`config.mk`:
```
export PLATFORM = sky130hd
export DESIGN_NAME = fuzzy_subsequence_filter
export DESIGN_NICKNAME = d
export VERILOG_FILES = /design/src/rtl/fsf_pkg.sv /design/src/rtl/fuzzy_subsequence_filter.sv /design/src/rtl/fsf_pattern_store.sv /design/src/rtl/fsf_match_unit.sv
export SDC_FILE = /design/constraint.sdc
export NUM_CORES = 1
export LEC_CHECK = 0
export BUFFER_PORTS_ARGS = -buffer_cell sky130_fd_sc_hd__buf_2
export CAP_MARGIN = 20
export CORE_ASPECT_RATIO = 1.75
export CORE_UTILIZATION = 55
export DETAILED_ROUTE_END_ITERATION = 6
export GPL_TIMING_DRIVEN = 0
export PLACE_DENSITY = 0.74
export SYNTH_ARGS = -nofsm -noshare
export SYNTH_HDL_FRONTEND = slang
export SYNTH_SLANG_ARGS = --single-unit
```
`constraint.sdc`:
```
create_clock -name clock -period 4 [get_ports clock]
set_input_delay 0.8 -clock clock [delete_from_list [all_inputs] [get_ports clock]]
set_output_delay 0.8 -clock clock [all_outputs]
set_load 0.02 [all_outputs]
```
`src/rtl/fsf_pkg.sv`:
```
// Shared types, constants and byte helpers for the fuzzy subsequence filter.
`default_nettype none
package fsf_pkg;

   localparam int DEPTH_DEFAULT = 32;
   localparam int LEN_W         = 6;
   localparam int SCORE_W       = 11;
   localparam int SUM_W         = SCORE_W + 1;

   localparam logic [SCORE_W-1:0] SCORE_MAX   = {SCORE_W{1'b1}};
   localparam logic [SCORE_W-1:0] BONUS_MATCH = SCORE_W'(16);
   localparam logic [SCORE_W-1:0] BONUS_RUN   = SCORE_W'(32);
   localparam logic [SCORE_W-1:0] BONUS_FIRST = SCORE_W'(32);
   localparam logic [SCORE_W-1:0] BONUS_SEP   = SCORE_W'(8);

   localparam logic [7:0] CH_SPACE  = 8'h20;
   localparam logic [7:0] CH_UNDER  = 8'h5F;
   localparam logic [7:0] CH_HYPHEN = 8'h2D;
   localparam logic [7:0] CH_SLASH  = 8'h2F;
   localparam logic [7:0] CH_TAB    = 8'h09;
   localparam logic [7:0] CH_CR     = 8'h0D;
   localparam logic [7:0] CH_UP_A   = 8'h41;
   localparam logic [7:0] CH_UP_Z   = 8'h5A;
   localparam logic [7:0] CH_UP_U   = 8'h55;
   localparam logic [7:0] CH_LO_U   = 8'h75;
   localparam logic [7:0] CH_UP_W   = 8'h57;
   localparam logic [7:0] CH_LO_W   = 8'h77;
   localparam logic [7:0] CASE_GAP  = 8'h20;

   typedef enum logic [1:0] {
      OP_ENTER = 2'd0,
      OP_KEY   = 2'd1,
      OP_BYTE  = 2'd2,
      OP_END   = 2'd3
   } opcode_type;

   typedef enum logic [1:0] {
      KEY_CHAR  = 2'd0,
      KEY_ESC   = 2'd1,
      KEY_ENTER = 2'd2,
      KEY_BKSP  = 2'd3
   } key_kind_type;

   typedef enum logic [2:0] {
      ST_IDLE,
      ST_HAY,
      ST_BKSP,
      ST_WSPACE,
      ST_WWORD,
      ST_SEND
   } state_type;

   // scan context handed to the match unit
   typedef struct packed {
      logic               last_match;
      logic               first;
      logic               sep;
      logic [SCORE_W-1:0] score;
   } scan_ctx_type;

   // verdict returned by the match unit
   typedef struct packed {
      logic               hit;
      logic               upper;
      logic               space;
      logic [SCORE_W-1:0] score_next;
   } unit_out_type;

   function automatic logic is_upper_f(input logic [7:0] c);
      return (c >= CH_UP_A) && (c <= CH_UP_Z);
   endfunction

   function automatic logic is_space_f(input logic [7:0] c);
      return (c == CH_SPACE) || ((c >= CH_TAB) && (c <= CH_CR));
   endfunction

   function automatic logic is_sep_f(input logic [7:0] c);
      return (c == CH_SPACE) || (c == CH_UNDER) || (c == CH_HYPHEN) || (c == CH_SLASH);
   endfunction

   function automatic logic [7:0] to_lower_f(input logic [7:0] c);
      return is_upper_f(c) ? c + CASE_GAP : c;
   endfunction

endpackage
`default_nettype wire

```
`src/rtl/fuzzy_subsequence_filter.sv`:
```
// Top level of the fuzzy subsequence filter: sequencer, scan state and stream ports.
//
// Usage: requests arrive on req_* (tuser carries opcode, key kind and the ctrl
// flag, tdata the key or haystack byte). Opcode enter turns on pattern editing,
// key events edit the pattern, haystack bytes advance a greedy in-order match,
// and haystack end reports the score and rearms the scan. Every request except a
// haystack byte yields one response on rsp_* (tuser is the result kind).
// Sequencing: one request is in flight at a time. A haystack byte is taken without
// leaving idle when the pattern is empty or already found; otherwise the pattern
// memory is read, then the shared match unit compares and scores. Requests with a
// response pass through the send state to the output register; backspace first
// reads the last pattern byte. Ctrl-W walks the pattern backwards through the single
// memory read port, one byte per cycle, dropping spaces, then a word up to a space.
// Reset clears the pattern length, uppercase count, editing flag and scan state;
// the pattern memory itself is not cleared and needs no clearing pass.
// Stalls: the output register holds a response until rsp_tready; the block keeps
// accepting haystack bytes meanwhile and only waits in its send state when a
// second response is due before the first has been taken.
`default_nettype none
module fuzzy_subsequence_filter
   import fsf_pkg::*;
#(
   parameter int PATTERN_DEPTH = DEPTH_DEFAULT
) (
   input  wire logic        clock,
   input  wire logic        reset,
   input  wire logic        req_tvalid,
   output logic             req_tready,
   input  wire logic [7:0]  req_tdata,   // data_byte[7:0]
   input  wire logic [4:0]  req_tuser,   // opcode[1:0], key_kind[3:2], ctrl_held[4]
   output logic             rsp_tvalid,
   input  wire logic        rsp_tready,
   output logic [23:0]      rsp_tdata,   // handled[0], matched[1], match_score[12:2],
                                         // filter_active[13], pattern_length[19:14]
   output logic             rsp_tuser    // result_kind[0]
);

   localparam int AW     = (PATTERN_DEPTH > 1) ? $clog2(PATTERN_DEPTH) : 1;
   localparam int CW     = $clog2(PATTERN_DEPTH + 1);
   localparam int PAY_W  = 3 + SCORE_W + LEN_W;
   localparam int DATA_W = 24;

   // request fields
   opcode_type   req_opcode;
   key_kind_type req_kind;
   logic         req_ctrl;
   logic [7:0]   req_byte;

   assign req_opcode = opcode_type'(req_tuser[1:0]);
   assign req_kind   = key_kind_type'(req_tuser[3:2]);
   assign req_ctrl   = req_tuser[4];
   assign req_byte   = req_tdata;

   // sequencer and pattern state
   state_type          state_ff, state_in;
   logic [CW-1:0]      count_ff, count_in;
   logic [CW-1:0]      upper_ff, upper_in;
   logic               active_ff, active_in;

   // scan state
   logic [CW-1:0]      pos_ff, pos_in;
   logic [SCORE_W-1:0] score_ff, score_in;
   logic               last_ff, last_in;
   logic               first_ff, first_in;
   logic               sep_ff, sep_in;
   logic [7:0]         probe_ff, probe_in;
   logic               probe_sep_ff, probe_sep_in;

   // pending response
   logic               pend_kind_ff, pend_kind_in;
   logic               pend_handled_ff, pend_handled_in;
   logic               pend_matched_ff, pend_matched_in;
   logic [SCORE_W-1:0] pend_score_ff, pend_score_in;

   // output register
   logic               rsp_valid_ff, rsp_valid_in;
   logic               rsp_kind_ff, rsp_kind_in;
   logic [PAY_W-1:0]   rsp_data_ff, rsp_data_in;

   // memory and match unit hookup
   logic               mem_wr_en, mem_rd_en;
   logic [AW-1:0]      mem_wr_addr, mem_rd_addr;
   logic [7:0]         mem_rd_data;
   scan_ctx_type       ctx;
   unit_out_type       verdict;

   logic               accept;
   logic               slot_free;
   logic [CW-1:0]      count_m1;
   logic [CW-1:0]      count_m2;

   fsf_pattern_store #(
      .DEPTH (PATTERN_DEPTH),
      .AW    (AW)
   ) u_store (
      .clock   (clock),
      .wr_en   (mem_wr_en),
      .wr_addr (mem_wr_addr),
      .wr_data (req_byte),
      .rd_en   (mem_rd_en),
      .rd_addr (mem_rd_addr),
      .rd_data (mem_rd_data)
   );

   assign ctx.last_match = last_ff;
   assign ctx.first      = first_ff;
   assign ctx.sep        = sep_ff;
   assign ctx.score      = score_ff;

   fsf_match_unit u_match (
      .stored  (mem_rd_data),
      .probe   (probe_ff),
      .ctx     (ctx),
      .verdict (verdict)
   );

   assign req_tready = (state_ff == ST_IDLE);
   assign accept     = req_tvalid && req_tready;
   assign slot_free  = !rsp_valid_ff || rsp_tready;
   assign count_m1   = count_ff - CW'(1);
   assign count_m2   = count_ff - CW'(2);

   always_ff @(posedge clock) begin
      if (reset) begin
         state_ff     <= ST_IDLE;
         count_ff     <= '0;
         upper_ff     <= '0;
         active_ff    <= 1'b0;
         pos_ff       <= '0;
         score_ff     <= '0;
         last_ff      <= 1'b0;
         first_ff     <= 1'b1;
         sep_ff       <= 1'b0;
         rsp_valid_ff <= 1'b0;
      end else begin
         state_ff     <= state_in;
         count_ff     <= count_in;
         upper_ff     <= upper_in;
         active_ff    <= active_in;
         pos_ff       <= pos_in;
         score_ff     <= score_in;
         last_ff      <= last_in;
         first_ff     <= first_in;
         sep_ff       <= sep_in;
         rsp_valid_ff <= rsp_valid_in;
      end
   end

   always_ff @(posedge clock) begin
      probe_ff        <= probe_in;
      probe_sep_ff    <= probe_sep_in;
      pend_kind_ff    <= pend_kind_in;
      pend_handled_ff <= pend_handled_in;
      pend_matched_ff <= pend_matched_in;
      pend_score_ff   <= pend_score_in;
      rsp_kind_ff     <= rsp_kind_in;
      rsp_data_ff     <= rsp_data_in;
   end

   always_comb begin
      state_in        = state_ff;
      count_in        = count_ff;
      upper_in        = upper_ff;
      active_in       = active_ff;
      pos_in          = pos_ff;
      score_in        = score_ff;
      last_in         = last_ff;
      first_in        = first_ff;
      sep_in          = sep_ff;
      probe_in        = probe_ff;
      probe_sep_in    = probe_sep_ff;
      pend_kind_in    = pend_kind_ff;
      pend_handled_in = pend_handled_ff;
      pend_matched_in = pend_matched_ff;
      pend_score_in   = pend_score_ff;
      rsp_valid_in    = rsp_valid_ff && !rsp_tready;
      rsp_kind_in     = rsp_kind_ff;
      rsp_data_in     = rsp_data_ff;
      mem_wr_en       = 1'b0;
      mem_wr_addr     = count_ff[AW-1:0];
      mem_rd_en       = 1'b0;
      mem_rd_addr     = pos_ff[AW-1:0];

      unique case (state_ff)
         ST_IDLE: begin
            if (accept) begin
               // default response: key result, nothing handled
               pend_kind_in    = 1'b0;
               pend_handled_in = 1'b0;
               pend_matched_in = 1'b0;
               pend_score_in   = '0;
               state_in        = ST_SEND;
               unique case (req_opcode)
                  OP_ENTER: begin
                     active_in = 1'b1;
                  end
                  OP_BYTE: begin
                     state_in = ST_IDLE;
                     if ((count_ff != '0) && (pos_ff < count_ff)) begin
                        // fetch the next pattern byte, fold case when no capitals
                        mem_rd_en    = 1'b1;
                        mem_rd_addr  = pos_ff[AW-1:0];
                        probe_in     = (upper_ff == '0) ? to_lower_f(req_byte) : req_byte;
                        probe_sep_in = is_sep_f(req_byte);
                        state_in     = ST_HAY;
                     end
                  end
                  OP_END: begin
                     pend_kind_in = 1'b1;
                     if ((count_ff != '0) && (pos_ff == count_ff)) begin
                        pend_matched_in = 1'b1;
                        pend_score_in   = score_ff;
                     end
                     // rearm the scan
                     pos_in   = '0;
                     score_in = '0;
                     last_in  = 1'b0;
                     first_in = 1'b1;
                     sep_in   = 1'b0;
                  end
                  OP_KEY: begin
                     if (active_ff) begin
                        pend_handled_in = 1'b1;
                        unique case (req_kind)
                           KEY_ESC: begin
                              active_in = 1'b0;
                              count_in  = '0;
                              upper_in  = '0;
                           end
                           KEY_ENTER: begin
                              active_in = 1'b0;
                           end
                           KEY_BKSP: begin
                              if (count_ff != '0) begin
                                 mem_rd_en   = 1'b1;
                                 mem_rd_addr = count_m1[AW-1:0];
                                 state_in    = ST_BKSP;
                              end
                           end
                           KEY_CHAR: begin
                              if (req_ctrl && ((req_byte == CH_UP_U) || (req_byte == CH_LO_U))) begin
                                 count_in = '0;
                                 upper_in = '0;
                              end else if (req_ctrl &&
                                           ((req_byte == CH_UP_W) || (req_byte == CH_LO_W))) begin
                                 if (count_ff != '0) begin
                                    mem_rd_en   = 1'b1;
                                    mem_rd_addr = count_m1[AW-1:0];
                                    state_in    = ST_WSPACE;
                                 end
                              end else if (!req_ctrl) begin
                                 // push, drop silently when full
                                 if (count_ff < CW'(PATTERN_DEPTH)) begin
                                    mem_wr_en = 1'b1;
                                    count_in  = count_ff + CW'(1);
                                    if (is_upper_f(req_byte)) begin
                                       upper_in = upper_ff + CW'(1);
                                    end
                                 end
                              end else begin
                                 pend_handled_in = 1'b0;
                              end
                           end
                           default: begin
                              pend_handled_in = 1'b0;
                           end
                        endcase
                     end
                  end
                  default: begin
                     state_in = ST_IDLE;
                  end
               endcase
            end
         end

         ST_HAY: begin
            if (verdict.hit) begin
               score_in = verdict.score_next;
               last_in  = 1'b1;
               pos_in   = pos_ff + CW'(1);
            end else begin
               last_in  = 1'b0;
            end
            first_in = 1'b0;
            sep_in   = probe_sep_ff;
            state_in = ST_IDLE;
         end

         ST_BKSP: begin
            count_in = count_m1;
            if (verdict.upper && (upper_ff != '0)) begin
               upper_in = upper_ff - CW'(1);
            end
            state_in = ST_SEND;
         end

         ST_WSPACE, ST_WWORD: begin
            // word phase stops on a space and keeps it
            if ((state_ff == ST_WWORD) && verdict.space) begin
               state_in = ST_SEND;
            end else begin
               count_in = count_m1;
               if (verdict.upper && (upper_ff != '0)) begin
                  upper_in = upper_ff - CW'(1);
               end
               if (count_ff > CW'(1)) begin
                  mem_rd_en   = 1'b1;
                  mem_rd_addr = count_m2[AW-1:0];
                  state_in    = verdict.space ? ST_WSPACE : ST_WWORD;
               end else begin
                  state_in = ST_SEND;
               end
            end
         end

         ST_SEND: begin
            // hold the response until the output register is free
            if (slot_free) begin
               rsp_valid_in = 1'b1;
               rsp_kind_in  = pend_kind_ff;
               rsp_data_in  = {LEN_W'(count_ff), active_ff, pend_score_ff,
                               pend_matched_ff, pend_handled_ff};
               state_in     = ST_IDLE;
            end
         end

         default: begin
            state_in = ST_IDLE;
         end
      endcase
   end

   assign rsp_tvalid = rsp_valid_ff;
   assign rsp_tuser  = rsp_kind_ff;
   assign rsp_tdata  = {(DATA_W - PAY_W)'(0), rsp_data_ff};

   // pattern length never passes the store depth
   a_count_bound: assert property (@(posedge clock) disable iff (reset)
      count_ff <= CW'(PATTERN_DEPTH))
      else $error("pattern length beyond store depth");

   // capitals are a subset of the pattern
   a_upper_bound: assert property (@(posedge clock) disable iff (reset)
      upper_ff <= count_ff)
      else $error("uppercase count exceeds pattern length");

   // a haystack byte never leads straight into a response
   a_byte_silent: assert property (@(posedge clock) disable iff (reset)
      (accept && (req_opcode == OP_BYTE)) |=> (state_ff != ST_SEND))
      else $error("haystack byte produced a response");

   // a response only appears after the send state
   a_rsp_source: assert property (@(posedge clock) disable iff (reset)
      $rose(rsp_tvalid) |-> ($past(state_ff) == ST_SEND))
      else $error("response raised outside send state");

endmodule
`default_nettype wire

```
`src/rtl/fsf_pattern_store.sv`:
```
// Pattern byte memory: one write port, one registered read port.
`default_nettype none
module fsf_pattern_store
   import fsf_pkg::*;
#(
   parameter int DEPTH = DEPTH_DEFAULT,
   parameter int AW    = (DEPTH > 1) ? $clog2(DEPTH) : 1
) (
   input  wire logic          clock,
   input  wire logic          wr_en,
   input  wire logic [AW-1:0] wr_addr,
   input  wire logic [7:0]    wr_data,
   input  wire logic          rd_en,
   input  wire logic [AW-1:0] rd_addr,
   output logic      [7:0]    rd_data
);

   logic [7:0] mem [DEPTH];
   logic [7:0] rd_data_ff;

   always_ff @(posedge clock) begin
      if (wr_en) begin
         mem[wr_addr] <= wr_data;
      end
   end

   always_ff @(posedge clock) begin
      if (rd_en) begin
         rd_data_ff <= mem[rd_addr];
      end
   end

   assign rd_data = rd_data_ff;

endmodule
`default_nettype wire

```
`src/rtl/fsf_match_unit.sv`:
```
// Shared byte unit: classifies a stored byte, compares it and scores a hit.
`default_nettype none
module fsf_match_unit
   import fsf_pkg::*;
(
   input  wire logic [7:0]   stored,
   input  wire logic [7:0]   probe,
   input  wire scan_ctx_type ctx,
   output unit_out_type      verdict
);

   logic [SCORE_W-1:0] bonus;
   logic [SUM_W-1:0]   sum;

   always_comb begin
      bonus = BONUS_MATCH;
      if (ctx.last_match) begin
         bonus = bonus + BONUS_RUN;
      end
      if (ctx.first) begin
         bonus = bonus + BONUS_FIRST;
      end else if (ctx.sep) begin
         bonus = bonus + BONUS_SEP;
      end
      sum = SUM_W'(ctx.score) + SUM_W'(bonus);

      verdict.hit        = (stored == probe);
      verdict.upper      = is_upper_f(stored);
      verdict.space      = is_space_f(stored);
      // saturate at the top of the score range
      verdict.score_next = sum[SUM_W-1] ? SCORE_MAX : sum[SCORE_W-1:0];
   end

endmodule
`default_nettype wire
```
==> reports/summary.txt <==
Total grt overflow - 0
Finished Layout Cells - 1591
Largest cells by area after synthesis - edfxtp_1 61%, mux2i_1 5.3%, dfxtp_1 4.6%, a211oi_1 2.6%, ha_1 2.6%
Die height - 221 um
YS warnings - 0
Iteration count of the initial detailed-routing pass - 6
CP Data Required Time - 4.28 ns
Top-area cell type share of the netlist area - 0.606
CP top delay family - compound AO/OA/AOI/OAI gates
CP startpoint kind - flop
Clk root buf - clkbuf_16
Post-route minimum period - 3.82 ns
Synth Instances - 1129
Initial Util - 0.563
Pin count of the biggest net entering global routing - 39
Syn-to-layout area delta - 12.2%
Die Span X - 127 um
Top_reg_cell synth - edfxtp_1
ANT nets after route - 0
Final Hold Fails - 0
Setup-failing EPs final - 0
# port buffers - 39
Peak supply drop - 327 uV
Iter 0 DRT Violations - 695
Class of the worst hold path - reg -> reg
Skew final - 0.0126 ns
Util after Layout - 0.632
Detailed-route via count - 9476
EDFF count, synth - 304
Clock sink total - 339
CTS tree - built
Worst Path Buf+Inv - 6
Antenna diodes - 0
Final instance area - 0.0169 sq mm
Synth Cell Area - 0.0151 sq mm
Measured slew at the worst slew-check pin - 0.910 ns
Crit-path max cell delay - 0.43 ns
Clock latency on the worst-skew pair - 0.57 ns
Yosys reg bits - 339
Core Area - 0.0268 sq mm
Largest area contributor in the netlist - edfxtp_1
Synth cell types - 78
Syn avg cell area - 13.4 sq um
Share of the yosys chip area belonging to registers - 0.652
Layout cells sized above 1 - 0.173
Ys async rst share - 0
Overall routing resource usage - 0.258
Cell Chain, Critical Path - clkbuf_4 -> inv_1 -> ha_2 -> or2_2 -> a22oi_2 -> buf_4 -> o211ai_1 -> o221a_2 -> buf_4 -> buf_8 -> buf_2 -> a211oi_1 -> a211oi_2 -> a211oi_4 -> o211ai_1
CTS Buffer Depth - 3
CP Class - reg -> reg
Tcrit/Tclk final - 0.956
DRC viols - 0
Max cap viols - 0
Vias in the first global route - 9547
Power Dens Cells - 443 mW/mm^2
Final Max Slew Viols - 0
Fmax - 262 MHz
Placed insts - 1535
Row cnt - 79
First-pass GRT wire length - 54200 um
Crit end category - flop
WP data arrival - 4.11 ns
Initial antenna violation count - 0
WL/cell - 22.1 um
DP HPWL - 24600 um
Routed vias/inst - 5.96
CTS HTree Levels - 1
TritonCTS Buffers - 29
Slew HR - 0.391
Placed Area - 0.0157 sq mm
GP Congestion - 0.921
# IOs - 44
Slowest cell on crit path - dfxtp_2
RSZ-0062 raised after global routing - no
Final wirelength - 35200 um
Clock transition at path regs - 0.07 ns
Hold WS - 0.419 ns
Net count, final - 1252
Run status - completed
Crit path max fanout - 10
Layout fillers - 1997
Die ar. - 0.0281 sq mm
Hold_buf cts - 0
Pleak - 5.66 nW
-- per-layer routing --
| layer | track usage | wire length (um) | vias up |
|---|---|---|---|
| li1 | - | - | 4438 |
| met1 | 0.276 | 12400 | 4617 |
| met2 | 0.487 | 19100 | 310 |
| met3 | 0.0283 | 1580 | 111 |
| met4 | 0.144 | 2060 | 0 |
| met5 | 0 | 0 | - |
-- flip-flops by register name, summed over array words and instances (netlist names), 6 cells and up --
register	count
upper_ff	6
u_store.rd_data	8
pend_score_ff	9
pos_ff	6
count_ff	6
u_store.mem	256
rsp_data_ff	18
probe_ff	8
score_ff	9
-- layout by cell type (no fill, tap or decap), drive strengths merged, types with 8 or more instances in the layout --
master,count
o21ai,26
ha,31
buf,77
a221oi,10
clkinv,12
xor2,9
a31oi,46
a2bb2o,8
nor3,13
o211ai,12
nand2,101
inv,21
and4,9
edfxtp,304
and2,48
a211oi,56
mux2i,80
dfxtp,35
nor2b,10
nand3,33
clkbuf,59
mux2,9
o21a,9
a21oi,35
nor2,81
-- metrics by stage --
step	setup WS (ns)	TNS, ns	total power [mW]
2_1_floorplan	0.416	0	4.45
3_3_place_gp	-1.03	-9.47	4.69
3_5_place_dp	-1.02	-9.68	4.70
4_1_cts	-0.00794	-0.0156	7.51
5_1_grt	0.0597	0	7.71
6_report	0.177	0	7.50
-- final cells by class --
cell class,count,area [sq um],area share
well taps,364,455,0.0269
inverters,20,75.1,0.00444
clock buffers,34,764,0.0452
multi-input cells,712,5020,0.297
repair buffers,42,225,0.0133
flip-flops and latches,339,9830,0.581
plain buffers,60,360,0.0213
clock inverters,20,190,0.0112
-- cell families after synthesis --
kind of cell	synth area share
AND/OR/NAND/NOR	0.112
flip-flops	0.652
AO/OA/AOI/OAI	0.116
multiplexers	0.0598
buffers and inverters	0.0273
adder cells (fa/ha/maj)	0.0257
XOR/XNOR	0.00639
other	0.000249
-- worst paths after layout --
check,startpoint,endpoint,slack (ns),cells past startpoint
max,count_ff[0],u_store.rd_data[2],0.18,15
min,pend_score_ff[9],rsp_data_ff[11],0.42,0
max reg2reg,count_ff[0],u_store.rd_data[2],0.18,15
min reg2reg,pend_score_ff[9],rsp_data_ff[11],0.42,0
-- cell usage after synthesis, drive strengths merged, types with 3 or more instances --
cell,n
a211oi,56
a21o,3
a21oi,35
a221oi,10
a22oi,4
a2bb2o,8
a31oi,46
and2,48
and3,5
and4,9
buf,37
clkbuf,24
dfxtp,35
edfxtp,304
ha,31
inv,19
mux2,9
mux2i,80
nand2,101
nand2b,3
nand3,33
nand3b,3
nand4,6
nor2,81
nor2b,10
nor3,13
nor3b,4
nor4,3
o211ai,12
o21a,9
o21ai,26
o22ai,4
or2,6
or3,6
xor2,9
-- worst register-to-register path: cells and delay by family, from the launching register on --
kind            cells  cell delay (ns)
compound gates      7             1.48
fa+ha+maj           1             0.26
buf+inv             6             1.06
simple gates        1             0.33
flops               1             0.43
-- where the power goes --
part	leakage (nW)	switching, mW	internal (mW)	total (mW)
Sequential	3.03	0.0294	3.90	3.93
Clock	0.466	1.26	1.57	2.83
Combinational	2.16	0.493	0.252	0.746
-- what timing repair did --
item	4_1_cts	5_1_grt
gates resized for setup	30	24
setup endpoints to repair	9	9
hold endpoints to repair	0	0
pin swaps	7	6
setup buffers	2	1
No activity file was read; power rests on OpenSTA's default activity.
